--- src/hdl/sf1s_pkg.sv ---
// Shared types and constants for the segmentation F1 scorer.
package sf1s_pkg;

    localparam int COUNT_BITS = 22;
    localparam int PIX_BITS   = 8;
    localparam int Q_FRAC     = 15;
    localparam int SCORE_BITS = 16;
    localparam int SUM_BITS   = 19;
    localparam int NUM_BITS   = COUNT_BITS + 1;
    localparam int DEN_BITS   = COUNT_BITS + 2;
    localparam int ITER_BITS  = $clog2(Q_FRAC);

    localparam logic [PIX_BITS-1:0]   PIX_FG    = '0;
    localparam logic [PIX_BITS-1:0]   PIX_BG    = '1;
    localparam logic [COUNT_BITS-1:0] COUNT_MAX = '1;
    localparam logic [SUM_BITS-1:0]   SUM_MAX   = '1;
    localparam logic [ITER_BITS-1:0]  ITER_LAST = ITER_BITS'(Q_FRAC - 1);

    typedef enum logic [1:0] {
        ST_COUNT,
        ST_LOAD,
        ST_DIV,
        ST_FINISH
    } state_t;

    typedef struct packed {
        logic count;
        logic load;
        logic step;
        logic finish;
    } cmd_t;

endpackage

--- src/hdl/sf1s_ctrl.sv ---
// Controller: pixel counting, divider sequencing and output handshake.
module sf1s_ctrl (
    input  logic           clk,
    input  logic           rst_n,
    input  logic           in_valid,
    input  logic           image_end,
    output logic           in_ready,
    output logic           out_valid,
    input  logic           out_ready,
    output sf1s_pkg::cmd_t cmd
);
    import sf1s_pkg::*;

    state_t               state_reg, state_next;
    logic [ITER_BITS-1:0] iter_reg, iter_next;
    logic                 out_valid_reg, out_valid_next;

    always_ff @(posedge clk or negedge rst_n)
    begin
        if (!rst_n)
        begin
            state_reg     <= ST_COUNT;
            iter_reg      <= '0;
            out_valid_reg <= 1'b0;
        end
        else
        begin
            state_reg     <= state_next;
            iter_reg      <= iter_next;
            out_valid_reg <= out_valid_next;
        end
    end

    always_comb
    begin
        state_next     = state_reg;
        iter_next      = iter_reg;
        out_valid_next = out_valid_reg && !out_ready;
        cmd            = '0;
        in_ready       = 1'b0;
        unique case (state_reg)
            ST_COUNT:
            begin
                in_ready  = 1'b1;
                cmd.count = in_valid;
                if (in_valid && image_end)
                begin
                    state_next = ST_LOAD;
                end
            end
            ST_LOAD:
            begin
                cmd.load   = 1'b1;
                iter_next  = '0;
                state_next = ST_DIV;
            end
            ST_DIV:
            begin
                cmd.step = 1'b1;
                if (iter_reg == ITER_LAST)
                begin
                    state_next = ST_FINISH;
                end
                else
                begin
                    iter_next = iter_reg + 1'b1;
                end
            end
            ST_FINISH:
            begin
                if (!out_valid_reg || out_ready)
                begin
                    cmd.finish     = 1'b1;
                    out_valid_next = 1'b1;
                    state_next     = ST_COUNT;
                end
            end
            default:
            begin
                state_next = ST_COUNT;
            end
        endcase
    end

    assign out_valid = out_valid_reg;

endmodule

--- src/hdl/sf1s_datapath.sv ---
// Datapath: confusion counters, restoring divider, group sum, result register.
module sf1s_datapath (
    input  logic                                 clk,
    input  logic                                 rst_n,
    input  sf1s_pkg::cmd_t                       cmd,
    input  logic [sf1s_pkg::PIX_BITS-1:0]        result_pixel,
    input  logic [sf1s_pkg::PIX_BITS-1:0]        target_pixel,
    input  logic                                 image_end,
    input  logic                                 group_end,
    output logic [sf1s_pkg::SCORE_BITS-1:0]      image_score,
    output logic [sf1s_pkg::SUM_BITS-1:0]        total_score,
    output logic                                 is_group_end
);
    import sf1s_pkg::*;

    logic [COUNT_BITS-1:0] tp_reg, tp_next;
    logic [COUNT_BITS-1:0] fp_reg, fp_next;
    logic [COUNT_BITS-1:0] fn_reg, fn_next;
    logic [SUM_BITS-1:0]   sum_reg, sum_next;
    logic                  grp_reg, grp_next;
    logic [DEN_BITS-1:0]   rem_reg, rem_next;
    logic [DEN_BITS-1:0]   den_reg, den_next;
    logic [Q_FRAC-1:0]     quo_reg, quo_next;
    logic [SCORE_BITS-1:0] image_score_reg, image_score_next;
    logic [SUM_BITS-1:0]   total_score_reg, total_score_next;
    logic                  is_group_end_reg, is_group_end_next;

    logic                  is_tp, is_fp, is_fn;
    logic [COUNT_BITS-1:0] tp_min, fp_min, fn_min;
    logic [NUM_BITS-1:0]   num;
    logic [DEN_BITS:0]     rem_shift;
    logic [DEN_BITS:0]     rem_diff;
    logic [SUM_BITS:0]     sum_wide;
    logic [SUM_BITS-1:0]   sum_sat;

    always_ff @(posedge clk or negedge rst_n)
    begin
        if (!rst_n)
        begin
            tp_reg  <= '0;
            fp_reg  <= '0;
            fn_reg  <= '0;
            sum_reg <= '0;
        end
        else
        begin
            tp_reg  <= tp_next;
            fp_reg  <= fp_next;
            fn_reg  <= fn_next;
            sum_reg <= sum_next;
        end
    end

    always_ff @(posedge clk)
    begin
        grp_reg          <= grp_next;
        rem_reg          <= rem_next;
        den_reg          <= den_next;
        quo_reg          <= quo_next;
        image_score_reg  <= image_score_next;
        total_score_reg  <= total_score_next;
        is_group_end_reg <= is_group_end_next;
    end

    always_comb
    begin
        is_tp = (result_pixel == PIX_FG) && (target_pixel == PIX_FG);
        is_fp = (result_pixel == PIX_FG) && (target_pixel == PIX_BG);
        is_fn = (result_pixel == PIX_BG) && (target_pixel == PIX_FG);

        tp_min = (tp_reg == '0) ? COUNT_BITS'(1) : tp_reg;
        fp_min = (fp_reg == '0) ? COUNT_BITS'(1) : fp_reg;
        fn_min = (fn_reg == '0) ? COUNT_BITS'(1) : fn_reg;
        num    = {tp_min, 1'b0};

        rem_shift = {rem_reg, 1'b0};
        rem_diff  = rem_shift - {1'b0, den_reg};

        sum_wide = {1'b0, sum_reg} + (SUM_BITS + 1)'(quo_reg);
        sum_sat  = sum_wide[SUM_BITS] ? SUM_MAX : sum_wide[SUM_BITS-1:0];

        tp_next           = tp_reg;
        fp_next           = fp_reg;
        fn_next           = fn_reg;
        sum_next          = sum_reg;
        grp_next          = grp_reg;
        rem_next          = rem_reg;
        den_next          = den_reg;
        quo_next          = quo_reg;
        image_score_next  = image_score_reg;
        total_score_next  = total_score_reg;
        is_group_end_next = is_group_end_reg;

        if (cmd.count)
        begin
            if (is_tp && (tp_reg != COUNT_MAX))
            begin
                tp_next = tp_reg + 1'b1;
            end
            if (is_fp && (fp_reg != COUNT_MAX))
            begin
                fp_next = fp_reg + 1'b1;
            end
            if (is_fn && (fn_reg != COUNT_MAX))
            begin
                fn_next = fn_reg + 1'b1;
            end
            if (image_end)
            begin
                grp_next = group_end;
            end
        end

        // num < den always, so the quotient is Q_FRAC fraction bits only
        if (cmd.load)
        begin
            rem_next = DEN_BITS'(num);
            den_next = DEN_BITS'(num) + DEN_BITS'(fp_min) + DEN_BITS'(fn_min);
            quo_next = '0;
            tp_next  = '0;
            fp_next  = '0;
            fn_next  = '0;
        end

        if (cmd.step)
        begin
            if (rem_shift >= {1'b0, den_reg})
            begin
                rem_next = rem_diff[DEN_BITS-1:0];
                quo_next = {quo_reg[Q_FRAC-2:0], 1'b1};
            end
            else
            begin
                rem_next = rem_shift[DEN_BITS-1:0];
                quo_next = {quo_reg[Q_FRAC-2:0], 1'b0};
            end
        end

        if (cmd.finish)
        begin
            image_score_next = SCORE_BITS'(quo_reg);
            if (grp_reg)
            begin
                total_score_next  = sum_sat;
                is_group_end_next = 1'b1;
                sum_next          = '0;
            end
            else
            begin
                total_score_next  = '0;
                is_group_end_next = 1'b0;
                sum_next          = sum_sat;
            end
        end
    end

    assign image_score  = image_score_reg;
    assign total_score  = total_score_reg;
    assign is_group_end = is_group_end_reg;

endmodule

--- src/hdl/segmentation_f1_scorer_core.sv ---
// Top level of the segmentation F1 scorer: controller plus datapath.
//
//  beat     | handshake            | payload
//  ---------+----------------------+------------------------------------------------
//  pixel in | in_valid / in_ready  | result_pixel, target_pixel, image_end, group_end
//  score out| out_valid / out_ready| image_score, total_score, is_group_end
//
// Pixels are taken one per cycle while in_ready is high.
// After an image_end beat in_ready stays low while the block forms the
// denominator, runs the one-bit-per-cycle restoring divider and writes the
// result register. The result write waits while a previous score is not taken.
// Reset clears the counters, the group sum, the controller state and out_valid.
module segmentation_f1_scorer_core (
    input  logic                                 clk,
    input  logic                                 rst_n,
    input  logic                                 in_valid,
    output logic                                 in_ready,
    input  logic [sf1s_pkg::PIX_BITS-1:0]        result_pixel,
    input  logic [sf1s_pkg::PIX_BITS-1:0]        target_pixel,
    input  logic                                 image_end,
    input  logic                                 group_end,
    output logic                                 out_valid,
    input  logic                                 out_ready,
    output logic [sf1s_pkg::SCORE_BITS-1:0]      image_score,
    output logic [sf1s_pkg::SUM_BITS-1:0]        total_score,
    output logic                                 is_group_end
);
    import sf1s_pkg::*;

    cmd_t cmd;

    sf1s_ctrl u_ctrl (
        .clk       (clk),
        .rst_n     (rst_n),
        .in_valid  (in_valid),
        .image_end (image_end),
        .in_ready  (in_ready),
        .out_valid (out_valid),
        .out_ready (out_ready),
        .cmd       (cmd)
    );

    sf1s_datapath u_datapath (
        .clk          (clk),
        .rst_n        (rst_n),
        .cmd          (cmd),
        .result_pixel (result_pixel),
        .target_pixel (target_pixel),
        .image_end    (image_end),
        .group_end    (group_end),
        .image_score  (image_score),
        .total_score  (total_score),
        .is_group_end (is_group_end)
    );

endmodule

--- config.mk ---
export PLATFORM = sky130hd
export DESIGN_NAME = segmentation_f1_scorer_core
export DESIGN_NICKNAME = d
export VERILOG_FILES = /design/src/hdl/sf1s_pkg.sv /design/src/hdl/sf1s_ctrl.sv /design/src/hdl/sf1s_datapath.sv /design/src/hdl/segmentation_f1_scorer_core.sv
export SDC_FILE = /design/constraint.sdc
export NUM_CORES = 1
export LEC_CHECK = 0
export ABC_AREA = 0
export BUFFER_PORTS_ARGS = -buffer_cell sky130_fd_sc_hd__buf_2
export CORE_ASPECT_RATIO = 0.75
export CORE_MARGIN = 4
export CORE_UTILIZATION = 47
export CTS_CLUSTER_DIAMETER = 200
export CTS_CLUSTER_SIZE = 20
export DETAILED_ROUTE_END_ITERATION = 12
export MAX_ROUTING_LAYER = met4
export SETUP_SLACK_MARGIN = 0.02
export SLEW_MARGIN = 20
export SYNTH_ARGS = -nofsm -noshare
export SYNTH_HDL_FRONTEND = slang
export SYNTH_SLANG_ARGS = --single-unit
export TNS_END_PERCENT = 20
--- constraint.sdc ---
create_clock -name clk -period 4.2 [get_ports clk]
set_clock_uncertainty 0.15 [all_clocks]
set_input_delay 0.84 -clock clk [delete_from_list [all_inputs] [get_ports clk]]
set_output_delay 0.84 -clock clk [all_outputs]
set_load 0.01 [all_outputs]
# Word-level counts from Yosys, hierarchy flattened

Index checks and enable logic that the tools add are counted.

Input bits: 22
Word-level logic and storage cells: 100
Register bits after elaboration: 191
Output and inout port bits: 38

$add $sub $neg: 8
Mux-type cells: 35
$lt $le $gt $ge: 1
Reductions and logical operators: 29
Eq/ne operators: 13

Operator list:

| kind                                                  | number |
|---|---|
| 2-to-1 mux 22 bit                                     | 12 |
| 2-to-1 mux 24 bit                                     | 3 |
| adder 22 x 1 -> 22 bit, second input constant         | 3 |
| logical NOT 22 bit                                    | 3 |
| inequality test 22 bit, second input constant         | 3 |
| 2-to-1 mux 19 bit                                     | 2 |
| 2-to-1 mux 15 bit                                     | 2 |
| greater-or-equal comparator 25 x 24 -> 1 bit          | 1 |
| adder 23 x 22 -> 24 bit                               | 1 |
| adder 24 x 22 -> 24 bit                               | 1 |
| subtractor 24 bit                                     | 1 |
| adder 19 x 15 -> 20 bit                               | 1 |
| equality test 8 bit, second input constant            | 2 |
| logical NOT 8 bit                                     | 2 |
| nonzero test 2 bit                                    | 6 |
| 2-to-1 mux 1 bit                                      | 10 |
| AND reduction 2 bit                                   | 5 |
| logical AND 1 bit                                     | 8 |
| one-hot mux 2 bit (4 select lines)                    | 1 |
| one-hot mux 4 bit (2 select lines)                    | 1 |
| 2-to-1 mux 2 bit                                      | 3 |
| inequality test 2 x 1 -> 1 bit, second input constant | 3 |
| adder 4 x 1 -> 4 bit, second input constant           | 1 |
| equality test 2 bit, second input constant            | 2 |
| other kinds (8)                                       | 9 |

# Depth between registers and ports, before layout

Word-level depth: 6
Mapped depth: 18
Gate-level depth less buffers: 18

# Hierarchy

Synthesis repeated with hierarchy kept, for this count alone.

Cell total of the unflattened synthesis: 1302
Area total of the unflattened synthesis: 12433.2 µm²

Modules (own cells, without submodules):

| module        | seq. area each (µm²) | instances | area each (µm²) | cells an instance |
|---|---|---|---|---|
| sf1s_datapath | 5099.9               | 1         | 11976.5         | 1261 |
| sf1s_ctrl     | 175.2                | 1         | 456.7           | 41 |

# Worst setup path after synthesis

OpenSTA, ideal clock, no wires.

Path type: reg2reg
Start point: reg u_datapath.tp_reg[0]
End point: reg u_datapath.den_reg[22], data pin
Data required time: 3.792 ns
Period minus slack after synthesis: 3.840 ns
Path slack: 0.360 ns
Setup time: 0.258 ns
Arrival time: 3.432 ns
Stages on the path, launching flop included: 17
Buffers on the path: 0
Cells stage by stage: dfrtp_1 > inv_1 > ha_1 > nor4b_1 > nand4_1 > o21ai_0 > fa_1 > inv_1 > ha_1 > a21oi_1 > o211ai_1 > o2111ai_1 > a31oi_1 > a221oi_1 > o21bai_1 > a21oi_1 > xnor2_1

Word-level cells in the longest chain between the ends: 4

RTL lines:

| element                     | line                 | text |
|---|---|---|
| start, declared             | sf1s_datapath.sv:16  | `logic [COUNT_BITS-1:0] tp_reg, tp_next;` |
| start signal, assigned      | sf1s_datapath.sv:47  | `tp_reg <= tp_next;` |
| logical NOT 22 bit          | sf1s_datapath.sv:71  | `tp_min = (tp_reg == '0) ? COUNT_BITS'(1) : tp_reg;` |
| 2-to-1 mux 22 bit (*)       | sf1s_datapath.sv:71  |  |
| adder 23 x 22 -> 24 bit (*) | sf1s_datapath.sv:118 | `den_next = DEN_BITS'(num) + DEN_BITS'(fp_min) + DEN_BITS'(fn_min);` |
| adder 24 x 22 -> 24 bit (*) | sf1s_datapath.sv:118 |  |
| end signal, assigned        | sf1s_datapath.sv:58  | `den_reg <= den_next;` |
| end, declared               | sf1s_datapath.sv:22  | `logic [DEN_BITS-1:0] den_reg, den_next;` |

Every way passes the cells marked *; elsewhere a longest branch is shown, timed or not.
A chain may end at the register's enable or synchronous reset.

# Final worst setup path

Start point: reg u_datapath.tp_reg[0]
End point: reg u_datapath.den_reg[23], data pin

The elaborated chain is that of the path after synthesis.

==> results by group <==
Run status
  – Run status: finished, final reports clean

Setup path
  – CP top delay family: compound AO/OA/AOI/OAI gates
  – Crit-path max cell delay: between 0.4 and 0.5 ns
  – R2R cell count: 17
  – Worst flop-to-flop path endpoint: u_datapath.den_reg[23]
  – Critical Path AT: about 4.1 ns
  – Worst setup path category: register to register
  – Critical Path Start Type: register
  – CP bufs+invs: 2
  – Crit path max fanout: 3
  – Worst path cell trace: inv_1 > ha_1 > nor4b_2 > nand4_1 > o21ai_2 > fa_1 > ha_1 > inv_1 > fa_1 > nor2b_1 > o21ai_1 > a21boi_1 > o211ai_1 > nand2_1 > o21ai_2 > a21oi_1 > a31o_2
  – Critical Path End Type: register
  – Reg2reg start: u_datapath.tp_reg[0]
  – Worst EP required: about 4.3 ns
  – R2R setup slack: 0.17 ns
  – Slowest-stage cell, CP: fa_1

Power
  – Cell area power density: about 610 nW/um^2
  – Power Internal: 0.00490 W
  – Clock Power Share: 0.191
  – P_leak: 6.19 nW
  – Combinational group share of total power: 0.458
  – Worst vdd ir: ~0.00033 V
  – Sequential power share: 0.352
  – NetSw: between 0.003 and 0.004 W
  – Sw Ratio: 0.410
  – Total Power: just over 0.008 W

Placement
  – Cell count after placement: about 1700
  – Final GP Congestion: between 0.9 and 1
  – Post-DP HPWL: ~23 mm
  – Port buffer count: 58

Global route
  – Met1 GRT Util: 0.333
  – GR Overflow Total: 0
  – GRT Total Usage: 0.209
  – Met2 Track Usage GR: 0.280
  – GRT busiest layer: met1
  – Largest net degree at the start of global routing: 61
  – Initial antenna violation count: 0
  – First-pass GRT wire length: approximately 47 mm
  – Vias in the first global route: between 8000 and 9000
  – M3 GR Usage: 0.0360

Detailed routing
  – DRC: 0
  – Routed Wire Length: slightly below 30 mm
  – DR pass1 iterations: 5
  – ANT nets after route: 0
  – First DRT Iteration DRCs: 550
  – Avg WL per Cell: roughly 17 microns
  – Via density: roughly 5.4
  – Total number of vias: 9246

CTS
  – Clock sink count: approximately 190
  – H-tree depth: 4
  – Reg clk slew, reported paths: around 0.070 ns
  – CTS Buf Count: 17
  – Clock buffer depth: 2
  – Worst-skew pair later-pin latency: ~0.44 ns
  – CTS Root Cell: clkbuf_16
  – TritonCTS clock tree: built

Hold path
  – Worst min path class: input pin to asynchronous set/reset pin

STA
  – Fin crit share: 0.960
  – Fmax: around 0.25 GHz
  – Slew @ Worst Pin: roughly 1.1 ns
  – Hold Violations, Final: 0
  – Final Critical Period: roughly 4.0 ns
  – Final setup vio count: 0
  – Setup TNS: 0 ns
  – Final number of max-transition violations: 0
  – Slew Limit Headroom: 0.283

Cells and area
  – Area added between synthesis and finish: 11.9%
  – Final net count: ~1500
  – Layout Cells excl Fill: 1698
  – Share of cells above drive strength 1: 0.119
  – Most frequent cells in the layout: 150 x inv_1, 137 x nor2_1, 99 x edfxtp_1, 92 x dfrtp_1, 79 x xnor2_1
  – Most common cell after layout, fill and taps aside: inv_1
  – Fillcell total: between 2000 and 2500
  – N_diodes: 0

Floorplan
  – Num rows: 50
  – Die ar.: around 29000 sq um
  – Chip height: approximately 150 microns
  – Die width: roughly 190 microns
  – Core Area: approximately 25000 sq um
  – Num ports: 60
  – Initial core utilization: 0.485

Synthesis
  – Synth Register Bits: about 190
  – Syn Nets: 1388
  – Yosys Warn Count: 0
  – Synthesized area: 12200 sq um
  – Count of cell types in the netlist: 74
  – Cells after synthesis: 1268
  – Async SR Flop Fraction: 0.482
  – Seq/Total Area, Yosys: 0.431
  – Synth Area per Inst: slightly below 10 sq um
  – Post-synth EDFFs: 99
  – Top FF cell, synth: edfxtp_1

Flow run
  – Max-Cap Viols: 0
-- synth_stat cells (6+ instances only) --
| cell | number | share of area |
|---|---|---|
| nand2_1 | 73 | 0.022 |
| o21ai_0 | 60 | 0.025 |
| nand4_1 | 30 | 0.015 |
| nor4_1 | 20 | 0.010 |
| nor2_1 | 137 | 0.042 |
| a21o_1 | 29 | 0.018 |
| dfrtp_1 | 92 | 0.19 |
| and4_1 | 8 | 0.0057 |
| nor3_1 | 22 | 0.0090 |
| a211oi_1 | 7 | 0.0043 |
| o21bai_1 | 6 | 0.0037 |
| ha_1 | 74 | 0.076 |
| xnor2_1 | 79 | 0.057 |
| o21a_1 | 11 | 0.0067 |
| and3_1 | 19 | 0.0097 |
| xor2_1 | 20 | 0.014 |
| a21boi_0 | 6 | 0.0037 |
| nand3_1 | 27 | 0.011 |
| inv_1 | 151 | 0.046 |
| or3_1 | 12 | 0.0061 |
| a31oi_1 | 13 | 0.0066 |
| and2_1 | 21 | 0.011 |
| nand2b_1 | 8 | 0.0041 |
| nor2b_1 | 8 | 0.0041 |
| edfxtp_1 | 99 | 0.24 |
| mux2i_1 | 20 | 0.016 |
| clkbuf_1 | 25 | 0.0077 |
| fa_1 | 24 | 0.039 |
| a21oi_1 | 76 | 0.031 |
-- stage by stage --
step                      cell area, sq um  worst slack, ns  hold WS (ns)   util
final                                13700            0.168         0.298  0.542
after global routing                 13700          -0.0156         0.334  0.542
after CTS                            13600           0.0239         0.318  0.540
after detailed placement             13100           -0.192         0.300  0.517
after global placement               13100          -0.0710         0.301  0.517
after floorplan                      12200            0.360         0.283      -
-- power groups by stage --
stage | clock network, W | logic, W | registers, W
after floorplan | 0 | 0.00277 | 0.00291
after global placement | 0 | 0.00373 | 0.00294
after detailed placement | 0 | 0.00377 | 0.00296
after CTS | 0.00163 | 0.00380 | 0.00292
after global routing | 0.00169 | 0.00423 | 0.00297
final | 0.00158 | 0.00380 | 0.00292
-- layout make-up --
class                   instances  area, sq um  area share
clock inverters                14          126     0.00922
clock buffers                  18          439      0.0320
inverters                     152          571      0.0416
flip-flops and latches        191         5280       0.385
well taps                     338          423      0.0309
repair buffers                 94          563      0.0411
multi-input cells             891         6310       0.460
-- routing by layer --
| metal | share of wire | vias up |
|---|---|---|
| met2 | 0.40 | 188 |
| li1 | - | 4592 |
| met5 | 0 | - |
| met3 | 0.053 | 14 |
| met4 | 0.0065 | 0 |
| met1 | 0.54 | 4452 |
-- repair_timing --
item	in CTS	in global routing
endpoints found under the setup margin	6	12
buffers inserted	0	2
hold endpoints to repair	0	0
gates resized for setup	3	12
pin swaps	0	7
hold buffers	0	0
-- worst max-delay path by stage --
stage	startpoint	end	slack (ns)	cells past startpoint
finish	u_datapath.tp_reg[0]	u_datapath.den_reg[23]	0.17	17
global route	u_datapath.tp_reg[6]	u_datapath.den_reg[23]	-0.02	15
CTS	u_datapath.tp_reg[0]	u_datapath.den_reg[23]	0.02	17
detailed placement	u_datapath.tp_reg[0]	u_datapath.den_reg[23]	-0.19	17
global placement	u_datapath.tp_reg[6]	u_datapath.den_reg[23]	-0.07	15
floorplan	u_datapath.tp_reg[0]	u_datapath.den_reg[22]	0.36	16
-- logic make-up after synthesis --
logic type / synth area share
adder cells (fa/ha/maj): 0.115
multiplexers: 0.0173
AND/OR/NAND/NOR: 0.169
flip-flops: 0.431
other: 0.000306
AO/OA/AOI/OAI: 0.137
XOR/XNOR: 0.0708
buffers and inverters: 0.0599
-- worst reg2reg max path, stage by stage, from the launching register on --
cell and delay [ns]:
dfrtp_1 0.39, inv_1 0.11, ha_1 0.17, nor4b_2 0.20, nand4_1 0.23, o21ai_2 0.26, fa_1 0.45, ha_1 0.22
inv_1 0.07, fa_1 0.20, nor2b_1 0.06, o21ai_1 0.16, a21boi_1 0.10, o211ai_1 0.31, nand2_1 0.15, o21ai_2 0.21
a21oi_1 0.12, a31o_2 0.25
Note: power is estimated with default switching activity, not from simulation.
